[config.mk]
export PLATFORM = sky130hd
export DESIGN_NAME = lru_page_tracker
export DESIGN_NICKNAME = d
export VERILOG_FILES = /design/src/rtl/core/lpt_pkg.sv /design/src/rtl/core/lpt_ctrl.sv /design/src/rtl/core/lpt_datapath.sv /design/src/rtl/core/lru_page_tracker.sv
export SDC_FILE = /design/constraint.sdc
export NUM_CORES = 1
export LEC_CHECK = 0
export BUFFER_PORTS_ARGS = -buffer_cell sky130_fd_sc_hd__buf_2
export CAP_MARGIN = 25
export CORE_UTILIZATION = 40
export CTS_CLUSTER_DIAMETER = 40
export CTS_CLUSTER_SIZE = 10
export DETAILED_ROUTE_END_ITERATION = 6
export SLEW_MARGIN = 20
export SYNTH_ARGS = -nofsm -noshare
export SYNTH_HDL_FRONTEND = slang
export SYNTH_SLANG_ARGS = --single-unit
[constraint.sdc]
create_clock -name clk -period 8.1 [get_ports clk]
set_clock_uncertainty 0.05 [all_clocks]
set_input_delay 0.405 -clock clk [delete_from_list [all_inputs] [get_ports clk]]
set_output_delay 0.405 -clock clk [all_outputs]
set_load 0.005 [all_outputs]
[src/rtl/core/lpt_pkg.sv]
// ----------------------------------------------------------------------------
// lpt_pkg
// Shared types and constants for the LRU page tracker: controller states,
// controller-to-datapath command group and configuration reset values.
// ----------------------------------------------------------------------------
package lpt_pkg;

    // Field widths fixed by the interface
    localparam int PAGE_W     = 32;
    localparam int CAP_W      = 4;
    localparam int RANK_W     = 3;
    localparam int OCC_W      = 4;

    // Capacity register value after reset
    localparam logic [CAP_W-1:0] CAPACITY_RESET = 4'd5;

    // Controller states
    typedef enum logic [1:0] {
        ST_IDLE,
        ST_COMPARE,
        ST_UPDATE
    } lpt_state_t;

    // Commands from controller to datapath
    typedef struct packed {
        logic load;      // capture the accessed page
        logic compare;   // register the tag match vector
        logic update;    // reorder the list and register the result
    } lpt_cmd_t;

endpackage

[src/rtl/core/lpt_ctrl.sv]
// ----------------------------------------------------------------------------
// lpt_ctrl
// Sequencer for one access: capture, compare against all held entries,
// then update the recency list and issue the result.
// ----------------------------------------------------------------------------
module lpt_ctrl
(
    input  logic              clk,
    input  logic              rst_n,
    input  logic              start,
    output logic              busy,
    output lpt_pkg::lpt_cmd_t cmd
);

    lpt_pkg::lpt_state_t state_reg;
    lpt_pkg::lpt_state_t state_next;

    // Hold the current state
    always_ff @(posedge clk or negedge rst_n)
    begin
        if (!rst_n)
        begin
            state_reg <= lpt_pkg::ST_IDLE;
        end
        else
        begin
            state_reg <= state_next;
        end
    end

    // Advance through compare and update, issue datapath commands
    always_comb
    begin
        state_next  = state_reg;
        cmd         = '0;
        busy        = 1'b1;
        unique case (state_reg)
            lpt_pkg::ST_IDLE:
            begin
                busy = 1'b0;
                if (start)
                begin
                    cmd.load   = 1'b1;
                    state_next = lpt_pkg::ST_COMPARE;
                end
            end
            lpt_pkg::ST_COMPARE:
            begin
                cmd.compare = 1'b1;
                state_next  = lpt_pkg::ST_UPDATE;
            end
            lpt_pkg::ST_UPDATE:
            begin
                cmd.update = 1'b1;
                state_next = lpt_pkg::ST_IDLE;
            end
            default:
            begin
                state_next = lpt_pkg::ST_IDLE;
            end
        endcase
    end

endmodule

[src/rtl/core/lpt_datapath.sv]
// ----------------------------------------------------------------------------
// lpt_datapath
// Recency list storage, parallel tag compare, priority select of the hit,
// list shift and result registers. Also holds the capacity register.
// ----------------------------------------------------------------------------
module lpt_datapath
#(
    parameter int MAX_ENTRIES = 8
)
(
    input  logic                          clk,
    input  logic                          rst_n,
    input  lpt_pkg::lpt_cmd_t             cmd,
    input  logic                          capacity_we,
    input  logic [lpt_pkg::CAP_W-1:0]     capacity_data,
    input  logic [lpt_pkg::PAGE_W-1:0]    access_page,
    output logic                          done,
    output logic                          hit,
    output logic [lpt_pkg::RANK_W-1:0]    hit_rank,
    output logic                          evicted_valid,
    output logic [lpt_pkg::PAGE_W-1:0]    evicted_page,
    output logic [lpt_pkg::OCC_W-1:0]     occupancy
);

    localparam int IDX_W = (MAX_ENTRIES > 1) ? $clog2(MAX_ENTRIES) : 1;
    localparam int CNT_W = $clog2(MAX_ENTRIES + 1);

    logic [lpt_pkg::CAP_W-1:0]  capacity_reg;
    logic [lpt_pkg::PAGE_W-1:0] page_reg;
    logic [CNT_W-1:0]           count_reg;
    logic [CNT_W-1:0]           count_next;
    logic [MAX_ENTRIES-1:0]     match_reg;
    logic [MAX_ENTRIES-1:0]     match_next;
    logic [lpt_pkg::PAGE_W-1:0] entry_reg  [MAX_ENTRIES];
    logic [lpt_pkg::PAGE_W-1:0] entry_next [MAX_ENTRIES];

    logic                       found;
    logic [IDX_W-1:0]           rank;
    logic [CNT_W-1:0]           eff_cap;
    logic                       not_full;
    logic [CNT_W-1:0]           shift_limit;
    logic [IDX_W-1:0]           last_idx;
    logic                       evict;

    logic                       done_reg;
    logic                       hit_reg;
    logic [lpt_pkg::RANK_W-1:0] hit_rank_reg;
    logic                       evicted_valid_reg;
    logic [lpt_pkg::PAGE_W-1:0] evicted_page_reg;
    logic [lpt_pkg::OCC_W-1:0]  occupancy_reg;

    // Clamp the capacity register into 1..MAX_ENTRIES
    always_comb
    begin
        priority if (capacity_reg == '0)
        begin
            eff_cap = CNT_W'(1);
        end
        else if (32'(capacity_reg) > 32'(MAX_ENTRIES))
        begin
            eff_cap = CNT_W'(MAX_ENTRIES);
        end
        else
        begin
            eff_cap = CNT_W'(capacity_reg);
        end
    end

    // Compare the page against every held entry
    always_comb
    begin
        for (int i = 0; i < MAX_ENTRIES; i++)
        begin
            match_next[i] = (entry_reg[i] == page_reg) && (CNT_W'(i) < count_reg);
        end
    end

    // Pick the most recent match
    always_comb
    begin
        found = 1'b0;
        rank  = '0;
        for (int i = MAX_ENTRIES - 1; i >= 0; i--)
        begin
            if (match_reg[i])
            begin
                found = 1'b1;
                rank  = IDX_W'(i);
            end
        end
    end

    // Decide how far the list shifts and whether the tail drops out
    always_comb
    begin
        not_full = count_reg < eff_cap;
        last_idx = IDX_W'(count_reg - CNT_W'(1));
        evict    = 1'b0;
        priority if (found)
        begin
            shift_limit = CNT_W'(rank);
            count_next  = count_reg;
        end
        else if (not_full)
        begin
            shift_limit = count_reg;
            count_next  = count_reg + CNT_W'(1);
        end
        else
        begin
            shift_limit = count_reg - CNT_W'(1);
            count_next  = count_reg;
            evict       = 1'b1;
        end
    end

    // Shift entries toward the back up to the limit, new page at the front
    assign entry_next[0] = page_reg;
    generate
        for (genvar g = 1; g < MAX_ENTRIES; g++)
        begin : g_shift
            assign entry_next[g] = (CNT_W'(g) <= shift_limit) ? entry_reg[g-1] : entry_reg[g];
        end
    endgenerate

    // Hold the entry list
    always_ff @(posedge clk)
    begin
        if (cmd.update)
        begin
            for (int i = 0; i < MAX_ENTRIES; i++)
            begin
                entry_reg[i] <= entry_next[i];
            end
        end
    end

    // Capture the accessed page and the match vector
    always_ff @(posedge clk)
    begin
        if (cmd.load)
        begin
            page_reg <= access_page;
        end
        if (cmd.compare)
        begin
            match_reg <= match_next;
        end
    end

    // Control state: capacity, occupancy and result strobe
    always_ff @(posedge clk or negedge rst_n)
    begin
        if (!rst_n)
        begin
            capacity_reg <= lpt_pkg::CAPACITY_RESET;
            count_reg    <= '0;
            done_reg     <= 1'b0;
        end
        else
        begin
            if (capacity_we)
            begin
                capacity_reg <= capacity_data;
            end
            if (cmd.update)
            begin
                count_reg <= count_next;
            end
            done_reg <= cmd.update;
        end
    end

    // Register the result beat
    always_ff @(posedge clk)
    begin
        if (cmd.update)
        begin
            hit_reg           <= found;
            hit_rank_reg      <= lpt_pkg::RANK_W'(rank);
            evicted_valid_reg <= evict;
            evicted_page_reg  <= evict ? entry_reg[last_idx] : '0;
            occupancy_reg     <= lpt_pkg::OCC_W'(count_next);
        end
    end

    assign done          = done_reg;
    assign hit           = hit_reg;
    assign hit_rank      = hit_rank_reg;
    assign evicted_valid = evicted_valid_reg;
    assign evicted_page  = evicted_page_reg;
    assign occupancy     = occupancy_reg;

endmodule

[src/rtl/core/lru_page_tracker.sv]
// Sequence: start is taken in idle, where the page is captured; the compare
//   state registers the match vector and the update state registers the result.
// A new access is taken only in idle, after the capture, compare and update
//   sequence; busy is high in the compare and update states.
// The result beat lasts one cycle and is not held off by the receiver.
// Reset: list empty, occupancy count zero, capacity register back to 5.
// ----------------------------------------------------------------------------
// lru_page_tracker
// Fully associative LRU page tracker: keeps page numbers in recency order
// and reports hit, hit rank, evicted page and occupancy for each access.
// ----------------------------------------------------------------------------
module lru_page_tracker
#(
    parameter int MAX_ENTRIES = 8
)
(
    input  logic                          clk,
    input  logic                          rst_n,
    input  logic                          start,
    output logic                          busy,
    input  logic [lpt_pkg::PAGE_W-1:0]    access_page,
    input  logic                          capacity_we,
    input  logic [lpt_pkg::CAP_W-1:0]     capacity_data,
    output logic                          done,
    output logic                          hit,
    output logic [lpt_pkg::RANK_W-1:0]    hit_rank,
    output logic                          evicted_valid,
    output logic [lpt_pkg::PAGE_W-1:0]    evicted_page,
    output logic [lpt_pkg::OCC_W-1:0]     occupancy
);

    lpt_pkg::lpt_cmd_t cmd;

    // Sequence each access
    lpt_ctrl u_ctrl
    (
        .clk   (clk),
        .rst_n (rst_n),
        .start (start),
        .busy  (busy),
        .cmd   (cmd)
    );

    // Hold the list and produce the result beat
    lpt_datapath
    #(
        .MAX_ENTRIES (MAX_ENTRIES)
    )
    u_datapath
    (
        .clk           (clk),
        .rst_n         (rst_n),
        .cmd           (cmd),
        .capacity_we   (capacity_we),
        .capacity_data (capacity_data),
        .access_page   (access_page),
        .done          (done),
        .hit           (hit),
        .hit_rank      (hit_rank),
        .evicted_valid (evicted_valid),
        .evicted_page  (evicted_page),
        .occupancy     (occupancy)
    );

endmodule
# --- Word-level counts from Yosys, hierarchy flattened ---
# Memories as Yosys holds them, arrays and structs flattened. A register that Yosys moved wholly into a read port is not among the register bits.
# Index checks and enable logic that the tools add are counted.
totals:
  ram_bits: 256
  memories: 1
  mem_bits_ro: 0
  out_inout_bits: 43
  ff_bits: 60
  latchBits: 0
classes:
  eq_ne: 11
  n_lt_le_gt_ge: 17
  add_sub_neg: 2
  n_reduce_logical: 11
  n_mux: 40
  div_mod_pow: 0
  n_bitwise: 0
  n_mul: 0
  shifts: 0
memory_table:
  columns: ["memory", "depth", "word_bits", "rd", "rd_clocked_by_memory_dff", "write_ports", "line_no", "rtl"]
  rows:
  - ["u_datapath.entry_reg", 8, 32, 9, 1, 8, "lpt_datapath.sv:34", "logic [lpt_pkg::PAGE_W-1:0] entry_reg [MAX_ENTRIES];"]
op_table:
  columns: ["op", "n"]
  rows:
  - ["$eq 32x32->1", 8]
  - ["$mux 32", 7]
  - ["$mux 3", 8]
  - ["$mux 4", 6]
  - ["$mux 1", 17]
  - ["$le 3x4->1 const A", 4]
  - ["$lt 3x4->1 const A", 4]
  - ["$le 2x4->1 const A", 2]
  - ["$logic_and 1x1->1", 8]
  - ["$lt 1x4->1 const A", 2]
  - ["$lt 2x4->1 const A", 2]
  - ["$add 4x1->4 const B", 1]
  - ["$gt 4x4->1 const B", 1]
  - ["$le 1x4->1 const A", 1]
  - ["$logic_not 4->1", 1]
  - ["$lt 4x4->1", 1]
  - ["$pmux 2 s2", 1]
  - ["$sub 4x1->4 const B", 1]
  - ["$eq 2x1->1 const B", 1]
  - ["$eq 2x2->1 const B", 1]
  - ["$logic_not 2->1", 1]
  - ["$mux 2", 1]
  - ["$ne 2x2->1 const B", 1]
  - ["$logic_not 1->1", 1]

# --- Longest topological paths before layout ---
# Gate-level depths: netlist of run 1.
depth:
  word_depth: 11
  depth_mapped: 10

# --- Hierarchy ---
# From an unflattened synthesis of run 1, not the netlist that was laid out.
hier_totals:
  hier_cells: 1018
  hier_area_um2: 16076.7
modules_own_cells:
  columns: ["mod", "area_each_um2", "cells_each", "seq_area_each_um2", "instances"]
  rows:
  - ["lpt_datapath", 15979.1, 1009, 10347.4, 1]
  - ["lpt_ctrl", 97.6, 9, 50.0, 1]

# --- Worst setup path before layout of run 1 ---
# Ideal clock, no wire load.
synth_path:
  path_type: "register to register"
  from: "register u_datapath.count_reg[0] (netlist name)"
  to: "memory u_datapath.entry_reg[7][0] (netlist bit) (enable)"
  path_buffers: 3
  t_required_ps: 7618
  setup_slack_ps: 3887
  stages_incl_launch_ff: 11
  arrival_time_ps: 3731
  cell_sequence: "dfrtp_1 buf_2 buf_1 inv_1 ha_1 buf_1 inv_1 o211ai_1 nand3_2 o2111ai_1 a21oi_1"
synth_rtl:
  columns: ["element", "line_no"]
  rows:
  - ["to (decl)", "lpt_datapath.sv:34"]

==> summary.md, run 1 <==
| Metric | Value |
|---|---|
| Status | complete, no violations |
| Total power divided by cell area | 259 mW/mm2 |
| Largest register FFs | 256 |
| 1st-iter DRT viols | 934 |
| Worst Tran Pin Value | 1.25 ns |
| Port Buffers | 82 |
| Post-cts sizing count | 0 |
| DRC viols | 0 |
| Avg Cell Area, Syn | 15.8 um2 |
| Register bit count reported by yosys | 348 |
| Fill cells | 3,284 |
| Count of final setup violators | 0 |
| Unrepaired setup endpoints after global routing | false |
| Worst setup EP type | flip-flop |
| EDFF count, synth | 337 |
| Post-detailed-route wirelength per cell | 25.9 um |
| Initial core utilization | 0.409 |
| Area leader, netlist | edfxtp_1 |
| Grt ovf | 0 |
| Core area | 0.0390 mm2 |
| Slew HR | 0.157 |
| Hold Crit Class | input port to flip-flop |
| Async set-reset flop share out of synthesis | 0.0316 |
| Final Cycle Share | 0.482 |
| CTS tree | done |
| Reg clk slew, reported paths | 0.05 ns |
| Fmax | 0.256 GHz |
| Clock sink count | 348 |
| Critical path data arrival time | 4.14 ns |
| Worst setup SP type | flip-flop |
| Mapped Area | 0.0160 mm2 |
| Top-count cell post-synth | edfxtp_1 |
| Post-CTS setup buffers | 0 |
| Largest net degree at the start of global routing | 68 |
| Share of cells above drive strength 1 | 0.232 |
| Max_cap viols | 0 |
| Placed cell area | 0.0170 mm2 |
| Most instantiated cells after synthesis | edfxtp_1 (337), xnor2_1 (180), xor2_1 (86) |
| Vias in the first global route | 9,536 |
| # IOs | 83 |
| Synth top area cells | edfxtp_1 (63%), xnor2_1 (9.9%), mux4_2 (9.0%) |
| Setup TNS | 0 ns |
| Synth Flop Type | edfxtp_1 |
| Nets | 1,185 |
| Required @ worst endpoint | 8.33 ns |
| Die height | 202 um |
| Core Rows | 72 |
| Routed vias | 9,437 |
| CP Class | flip-flop to flip-flop |
| Cts bufs inserted | 54 |
| P_leak | 6.23 nW |
| Dpl hpwl | 32,200 um |
| Gpl congestion | 0.902 |
| H-tree Lvls | 2 |
| Post-Syn Instances | 1,013 |
| Register area | 0.0104 mm2 |
| Routed WL | 43,900 um |
| CTS Buffer Depth | 3 |
| Final hold violations | 0 |
| Clock root buffer | clkbuf_16 |
| Worst IR drop on VDD | 0.177 mV |
| Critical Path Fanout Max | 19 |
| Min Tclk post-route | 3.91 ns |
| Die Width | 202 um |
| DIE AREA | 0.0407 mm2 |
| Net Count, Synth | 1,059 |
| N_diodes | 0 |
| P&R area growth vs syn | 20.5% |
| Final Max Tran Viols | 0 |
| Sequential area share after synthesis | 0.652 |
| Yosys cell types | 43 |
| Vias per cell | 5.57 |
| Multi-input logic area | 0.00541 mm2 |
| Clock Latency Late Sink | 0.59 ns |
| DRT antenna net count | 0 |
| First-pass GRT wire length | 64,100 um |
| Synth top area share | 0.634 |
| Finished Cell Area | 0.0192 mm2 |
| Global-route usage over all layers | 0.219 |
| Warnings, synthesis | 0 |
| 1st-pass router iterations | 5 |
| Initial antenna violation count | 1 |
stage by stage:
step                hold WS (ns)  utilization  total power, W  cells  setup slack (ns)
finish                    0.0285        0.493         0.00497   1695              4.19
global route              0.0182        0.493         0.00513   1695              4.01
CTS                      0.00891        0.491         0.00500   1692              4.11
detailed placement         0.247        0.436         0.00266   1565              4.12
global placement           0.242        0.436         0.00265   1564              4.25
floorplan                 0.0594            -         0.00246   1013              3.89
cells by family (layout without fill, tap and decap cells):
kind of cell | Yosys count | in the layout | synth area share
muxes | 67 | 67 | 0.0924
and+or+nand+nor | 196 | 196 | 0.0657
buffers and inverters | 71 | 235 | 0.0173
adders and majority gates | 6 | 6 | 0.00470
DFF | 348 | 348 | 0.652
xor gates and xnor gates | 266 | 266 | 0.146
AOI/OAI and AO/OA | 59 | 59 | 0.0223
cell usage in the layout (no fill, tap or decap), drive strengths merged, types with 34 or more instances in the layout:
master	instances
nor4	34
xnor2	180
nand4	49
buf	97
a21oi	39
clkbuf	60
xor2	86
nand2	74
edfxtp	337
mux4	64
path summary, 6_finish.rpt:
check | startpoint | endpoint | slack, ns | cells after the start
max in group asynchronous | rst_n | u_datapath.capacity_reg[0] | 7.55 | 2
hold / removal | capacity_data[0] | u_datapath.capacity_reg[0] | 0.03 | 2
setup reg to reg | u_datapath.count_reg[2] | u_datapath.entry_reg[3][21] | 4.19 | 9
hold reg to reg | u_ctrl.state_reg[1] | u_ctrl.state_reg[1] | 0.42 | 1
setup / recovery | u_datapath.count_reg[2] | u_datapath.entry_reg[3][21] | 4.19 | 9
min in group asynchronous | rst_n | u_datapath.count_reg[3] | 0.18 | 2
cell type report:
cell class	instances	share of cell area
Inverter	11	0.00234
Clock buffer	60	0.0726
Sequential cell	348	0.541
Tap cell	518	0.0337
Timing Repair Buffer	130	0.0475
Multi-Input combinational cell	594	0.281
Clock inverter	34	0.0215
timing repair:
action	4_1_cts	5_1_grt
endpoints found under the hold margin	43	0
setup endpoints to repair	0	0
hold buffers	33	0
report_power, final:
| part | switching [W] | internal, W |
|---|---|---|
| clock network | 0.000836 | 0.00149 |
| registers | 0.000115 | 0.00206 |
| logic | 0.000254 | 0.000208 |
| total | 0.00120 | 0.00376 |
per-layer routing:
layer | vias up | routed length, um | track usage
li1 | 4097 | - | -
met1 | 4831 | 18900 | 0.309
met2 | 426 | 20400 | 0.341
met5 | - | 0 | 0
met3 | 83 | 3140 | 0.0355
met4 | 0 | 1490 | 0.0850
worst max-delay path: stages (launching register included):
cell and delay, ns:
dfrtp_1 0.75, ha_1 0.32, nor4_2 0.08, a2111oi_4 0.64, o21ai_0 0.19, xnor2_1 0.36
o31ai_1 0.13, buf_4 0.23, a21oi_4 0.61, buf_8 0.26
Power figures use the tool's default switching activity.
==> run 2: changes to the inputs <==
--- a/config.mk
+++ b/config.mk
@@ -5,6 +5,7 @@
 export SDC_FILE = /design/constraint.sdc
 export NUM_CORES = 1
 export LEC_CHECK = 0
+export ABC_AREA = 1
 export BUFFER_PORTS_ARGS = -buffer_cell sky130_fd_sc_hd__buf_2
 export CAP_MARGIN = 25
 export CORE_UTILIZATION = 40
==> constraint.sdc (replaced) <==
create_clock -name clk -period 3.1 [get_ports clk]
set_clock_uncertainty 0.05 [all_clocks]
set_input_delay 0.155 -clock clk [delete_from_list [all_inputs] [get_ports clk]]
set_output_delay 0.155 -clock clk [all_outputs]
set_load 0.005 [all_outputs]
==> run 2 against run 1 <==
Compared with the run above:
- largest power group unchanged
- critical path type unchanged
- maximum frequency increased by 41%
- setup slack got worse by 3.9 ns
- hold slack improved by 0.17 ns
- sequential power increased to 2.6 times the previous value
- total power increased to 3.0 times the previous value
- the flow now finishes with violations (design-rule violations)
- largest cell class unchanged
==> summary.md, run 2 <==
| Metric | Value |
|---|---|
| Synth top area share | 0.603 |
| Max_cap viols | 0 |
| Status | finished, violations left |
| Synth Flop Type | edfxtp_1 |
| Fmax | 0.360 GHz |
| Synth top area cells | edfxtp_1 (60%), o21ai_0 (6.0%), nand2_1 (4.2%) |
| Finished Cell Area | 0.0203 mm2 |
| Nets | 1,769 |
| CP max stage cell | o21ai_0 |
| Register area | 0.0104 mm2 |
| N_diodes | 0 |
| Grt ovf | 0 |
| Critical-path cell list | inv_1 > ha_4 > buf_4 > o21ai_0 > o21ai_0 > nand2b_1 > a21oi_1 |
| Post-detailed-route wirelength per cell | 27.0 um |
| Worst path max stage delay | 0.52 ns |
| Final Max Tran Viols | 0 |
| CP Capture Point | u_datapath.evicted_page[11] |
| Slew HR | 0.364 |
| Total power divided by cell area | 734 mW/mm2 |
| 1st-iter DRT viols | 1,969 |
| Die height | 207 um |
| Critical Path Fanout Max | 25 |
| Dpl hpwl | 45,100 um |
| Async set-reset flop share out of synthesis | 0.0316 |
| CTS Buffer Depth | 3 |
| Core area | 0.0411 mm2 |
| Avg Cell Area, Syn | 10.7 um2 |
| EDFF count, synth | 337 |
| Count of final setup violators | 0 |
| Final Cycle Share | 0.895 |
| Min Tclk post-route | 2.77 ns |
| Reg-to-Reg Start | u_datapath.count_reg[1] |
| Worst IR drop on VDD | 0.458 mV |
| CP Class | flip-flop to flip-flop |
| Critical path data arrival time | 3.12 ns |
| Port Buffers | 82 |
| Unrepaired setup endpoints after global routing | false |
| Placed cell area | 0.0181 mm2 |
| First-pass GRT wire length | 88,700 um |
| Share of cells above drive strength 1 | 0.165 |
| Gpl congestion | 0.987 |
| Vias per cell | 5.92 |
| Area leader, netlist | edfxtp_1 |
| Hold_ws | 0.198 ns |
| Routed WL | 62,100 um |
| Most used cell, CP | o21ai_0 |
| Crit path from | u_datapath.count_reg[1] |
| Sequential area share after synthesis | 0.619 |
| Global-route usage over all layers | 0.294 |
| Warnings, synthesis | 0 |
| Clock root buffer | clkbuf_16 |
| Largest net degree at the start of global routing | 163 |
| Initial antenna violation count | 4 |
| Clock sink count | 348 |
| DRT antenna net count | 0 |
| Largest register FFs | 256 |
| Required @ worst endpoint | 3.45 ns |
| R2R depth | 7 |
| H-tree Lvls | 2 |
| Yosys cell types | 49 |
| Routed vias | 13,594 |
| Most instantiated cells after synthesis | edfxtp_1 (337), o21ai_0 (202), nand2_1 (186) |
| Post-CTS setup buffers | 0 |
| Initial core utilization | 0.408 |
| Worst setup SP type | flip-flop |
| DRC viols | 1 |
| Register bit count reported by yosys | 348 |
| P&R area growth vs syn | 20.9% |
| Violated checks | design-rule violations |
| Vias in the first global route | 12,843 |
| # IOs | 83 |
| P_leak | 7.31 nW |
| Final hold violations | 0 |
| Commonest non-fill, non-tap cell in the layout | edfxtp_1 |
| Most frequent cells in the layout | edfxtp_1 (337), o21ai_0 (202), nand2_1 (185) |
| Clock Latency Late Sink | 0.60 ns |
| DIE AREA | 0.0428 mm2 |
| Cts bufs inserted | 56 |
| Hold Crit Class | input port to flip-flop |
| Post-Syn Instances | 1,562 |
| Top-count cell post-synth | edfxtp_1 |
| Multi-input logic area | 0.00556 mm2 |
| Mapped Area | 0.0168 mm2 |
| CTS tree | done |
| Worst Tran Pin Value | 0.952 ns |
| Reg-to-Reg End | u_datapath.evicted_page[11] |
| Reg clk slew, reported paths | 0.05 ns |
| Worst setup EP type | flip-flop |
| Final core occ | 0.494 |
| Fill cells | 3,782 |
| Net Count, Synth | 1,608 |
| Die Width | 207 um |
| Core Rows | 74 |
| 1st-pass router iterations | 7 |
| Setup slack, reg-to-reg | 0.33 ns |
[run 2: cell types whose count changed after synthesis, moves of 41 or more]
cell     change
o22ai_1     +59
o21ai_0    +196
nand2_1    +112
nor2_1     +129
xnor2_1    -138
a21oi_1     +51
xor2_1      -41
inv_1      +103
mux4_2      -64
[run 2: through the flow]
step	setup slack [ns]	power (W)	setup TNS, ns	instances
floorplan	-0.0819	0.00764	-4.78	1562
global placement	0.435	0.00884	0	2151
detailed placement	0.417	0.00884	0	2151
CTS	0.406	0.0148	0	2298
global route	0.159	0.0154	0	2298
finish	0.326	0.0149	0	2298
[run 2: cell families after synthesis]
kind of cell    count (synthesis)  share of synthesized area
buf+inv                       206                     0.0538
simple gates                  489                      0.134
fa+ha+maj                       6                    0.00447
xor+xnor                       87                     0.0454
compound gates                424                      0.142
flops                         348                      0.619
mux                             2                    0.00134
[run 2: worst min-delay path by stage]
| stage | startpoint | end | cells past startpoint | slack [ns] |
|---|---|---|---|---|
| 2_1_floorplan | rst_n | u_ctrl.state_reg[0] | 0 | -0.19 |
| 3_3_place_gp | rst_n | u_datapath.count_reg[3] | 1 | 0.001 |
| 3_5_place_dp | rst_n | u_datapath.count_reg[3] | 1 | 0.004 |
| 4_1_cts | access_page[30] | u_datapath.page_reg[30] | 2 | 0.18 |
| 5_1_grt | access_page[24] | u_datapath.page_reg[24] | 2 | 0.20 |
| 6_report | access_page[30] | u_datapath.page_reg[30] | 2 | 0.20 |
[run 2: repair_timing]
action / 4_1_cts / 5_1_grt
resized for setup: 0 / 0
endpoints found under the hold margin: 48 / 0
hold buffers: 46 / 0
[run 2: area by class of cell]
type,count,area share
Multi-Input combinational cell,1008,0.274
Clock inverter,32,0.0137
Sequential cell,348,0.512
Inverter,123,0.0231
Timing Repair Buffer,186,0.0705
Tap cell,532,0.0328
Clock buffer,69,0.0735
[run 2: routing by layer]
metal / wire, um / track usage
met5: 0 / 0
met4: 2960 / 0.129
met3: 6150 / 0.0630
met1: 26400 / 0.423
met2: 26700 / 0.425
[run 2: critical path, delay by kind of cell, from the launching register on]
| family | cells | cell delay (ns) |
|---|---|---|
| buffers and inverters | 2 | 0.50 |
| DFF | 1 | 0.46 |
| and+or+nand+nor | 1 | 0.13 |
| AOI/OAI and AO/OA | 3 | 0.95 |
| adders and majority gates | 1 | 0.46 |
[run 2: power breakdown]
group / switching (W) / internal [W] / total (W) / leakage, nW
combinational: 0.00232 / 0.00101 / 0.00333 / 3.23
sequential: 0.000211 / 0.00541 / 0.00562 / 3.22
clock: 0.00230 / 0.00366 / 0.00596 / 0.854
total: 0.00483 / 0.0101 / 0.0149 / 7.31
==> run 3: changes to the inputs <==
--- a/config.mk
+++ b/config.mk
@@ -5,7 +5,6 @@
 export SDC_FILE = /design/constraint.sdc
 export NUM_CORES = 1
 export LEC_CHECK = 0
-export ABC_AREA = 1
 export BUFFER_PORTS_ARGS = -buffer_cell sky130_fd_sc_hd__buf_2
 export CAP_MARGIN = 25
 export CORE_UTILIZATION = 40
==> run 3 against run 2 <==
Compared with the run above:
- the flow now finishes without violations
- maximum frequency is 10% lower
- hold slack better by 0.022 ns
- flip-flop and latch count stayed put
- clock power is 0.8% higher
- core utilization is 2.1 points higher
- combinational power is 57% lower
- setup slack worse by 0.32 ns
- via count is 29% lower
- die area is 4.9% lower
- sequential share of layout area is 0.53 points higher
- final area is 1.0% lower
- total power is 12% lower
- largest power group unchanged
==> summary.md, run 3 (same netlist as run 1, synthesis figures left out) <==
| Metric | Value |
|---|---|
| Status | complete, no violations |
| Setup slack, reg-to-reg | 0.004 ns |
| Clock root buffer | clkbuf_16 |
| Logic pwr share | 0.110 |
| Worst hold start | access_page[13] |
| P_leak | 6.65 nW |
| Worst IR drop on VDD | 0.404 mV |
| Min Tclk post-route | 3.10 ns |
| Hold path depth | 2 |
| First-pass GRT wire length | 66,600 um |
| Initial core utilization | 0.409 |
| Count of final setup violators | 0 |
| Final core occ | 0.515 |
| Sw Share | 0.249 |
| 1st-pass router iterations | 5 |
| # IOs | 83 |
| Nets | 1,259 |
| Port Buffers | 82 |
| Hold endpoint | u_datapath.page_reg[13] |
| Die height | 202 um |
| Gpl congestion | 0.920 |
| Reg-to-Reg End | u_datapath.entry_reg[5][0] |
| Critical Path Fanout Max | 32 |
| Clock sink count | 348 |
| Final Max Tran Viols | 0 |
| Place WS | -0.00290 ns |
| Largest net degree at the start of global routing | 53 |
| Vias in the first global route | 9,704 |
| Initial antenna violation count | 1 |
| Largest register FFs | 256 |
| Commonest non-fill, non-tap cell in the layout | edfxtp_1 |
| Grt ovf | 0 |
| Pwr Total | 0.0131 W |
| Worst setup SP type | flip-flop |
| Required @ worst endpoint | 3.36 ns |
| Clock Latency Late Sink | 0.60 ns |
| Total power divided by cell area | 650 mW/mm2 |
| Worst setup EP type | flip-flop |
| Finished Cell Area | 0.0201 mm2 |
| Clk pwr share | 0.460 |
| CP Class | flip-flop to flip-flop |
| Routed WL | 47,400 um |
| Reg clk slew, reported paths | 0.05 ns |
| Internal power | 0.00981 W |
| DRC viols | 0 |
| CTS tree | done |
| Die Width | 202 um |
| 1st-iter DRT viols | 982 |
| H-tree Lvls | 2 |
| P&R area growth vs syn | 25.9% |
| Vias per cell | 5.48 |
| DIE AREA | 0.0407 mm2 |
| Critical path data arrival time | 3.36 ns |
| Fmax | 0.323 GHz |
| Post-detailed-route wirelength per cell | 26.8 um |
| Share of cells above drive strength 1 | 0.278 |
| Final Cycle Share | 0.999 |
| Reg-to-Reg Start | u_datapath.capacity_reg[2] |
| Core Rows | 72 |
| Sequential power share | 0.429 |
| Dpl hpwl | 33,700 um |
| Net switching power | 0.00325 W |
| Unrepaired setup endpoints after global routing | true |
| Slew HR | 0.467 |
| Hold Crit Class | input port to flip-flop |
| Worst Tran Pin Value | 0.792 ns |
| Placed cell area | 0.0175 mm2 |
| Global-route usage over all layers | 0.230 |
| Most frequent cells in the layout | edfxtp_1 (337), xnor2_1 (177), xor2_1 (85) |
| R2R depth | 11 |
| CTS Buffer Depth | 3 |
| PnR worst setup slack | 0.00421 ns |
| DRT antenna net count | 0 |
| Core area | 0.0390 mm2 |
| Fill cells | 3,246 |
| Max_cap viols | 0 |
| Dpl cells | 1,610 |
| Final hold violations | 0 |
| Cts bufs inserted | 55 |
| Layout Cells excl Fill | 1,773 |
| Routed vias | 9,714 |
## run 3: routing by layer
| layer | vias up | track usage | share of wire | routed length (um) |
|---|---|---|---|---|
| met5 | - | 0 | 0 | 0 |
| met4 | 0 | 0.0850 | 0.035 | 1680 |
| met3 | 83 | 0.0565 | 0.079 | 3760 |
| met2 | 453 | 0.339 | 0.45 | 21400 |
| met1 | 4934 | 0.330 | 0.43 | 20600 |
| li1 | 4244 | - | - | - |
## run 3: layout make-up
cell class              count  area (um2)  share of cell area
repair buffers            202        1700              0.0848
well taps                 518         648              0.0323
inverters                  11        45.0             0.00224
clock inverters            30         330              0.0164
flip-flops and latches    348       10400               0.518
multi-input cells         595        5500               0.274
clock buffers              68        1470              0.0730
diodes                      1        2.50            0.000125
## run 3: power groups by stage
stage / combinational [W] / sequential [W] / clock [W]
after detailed placement: 0.00133 / 0.00569 / 0
after CTS: 0.00138 / 0.00560 / 0.00609
after global routing: 0.00153 / 0.00562 / 0.00629
after global placement: 0.00132 / 0.00568 / 0
final: 0.00144 / 0.00560 / 0.00601
after floorplan: 0.000878 / 0.00558 / 0
## run 3: how the worst max path moves through the flow
stage / endpoint / slack (ns) / cells after the start / startpoint
2_1_floorplan: u_datapath.entry_reg[2][0] / -0.05 / 8 / u_datapath.capacity_reg[2]
3_3_place_gp: u_datapath.entry_reg[4][1] / 0.06 / 8 / u_datapath.capacity_reg[2]
3_5_place_dp: u_datapath.entry_reg[4][0] / -0.003 / 8 / u_datapath.capacity_reg[2]
4_1_cts: u_datapath.entry_reg[4][21] / -0.03 / 8 / u_datapath.capacity_reg[2]
5_1_grt: u_datapath.entry_reg[5][0] / -0.09 / 11 / u_datapath.capacity_reg[2]
6_report: u_datapath.entry_reg[5][0] / 0.004 / 11 / u_datapath.capacity_reg[2]
## run 3: timing repair
action	4_1_cts	5_1_grt
hold endpoints to repair	48	0
gates cloned	1	8
endpoints found under the setup margin	32	208
pin swaps	2	12
gates resized for setup	0	12
hold buffers	45	0
setup buffers	0	11
## run 3: stage by stage
stage,hold slack (ns),TNS (ns)
2_1_floorplan,-0.191,-2.02
3_3_place_gp,-0.0115,0
4_1_cts,0.191,-0.369
6_report,0.221,0
5_1_grt,0.193,-6.83
3_5_place_dp,-0.00521,-0.0366
## run 3: worst max-delay path, cell delays in order, from the launching register on
cell	delay (ns)
dfstp_2	0.56
nand2_2	0.07
ha_4	0.27
nor2_2	0.05
a2111oi_4	0.53
buf_4	0.22
buf_4	0.11
o21ai_0	0.07
a31o_2	0.32
o221ai_2	0.24
a21oi_4	0.10
buf_12	0.18
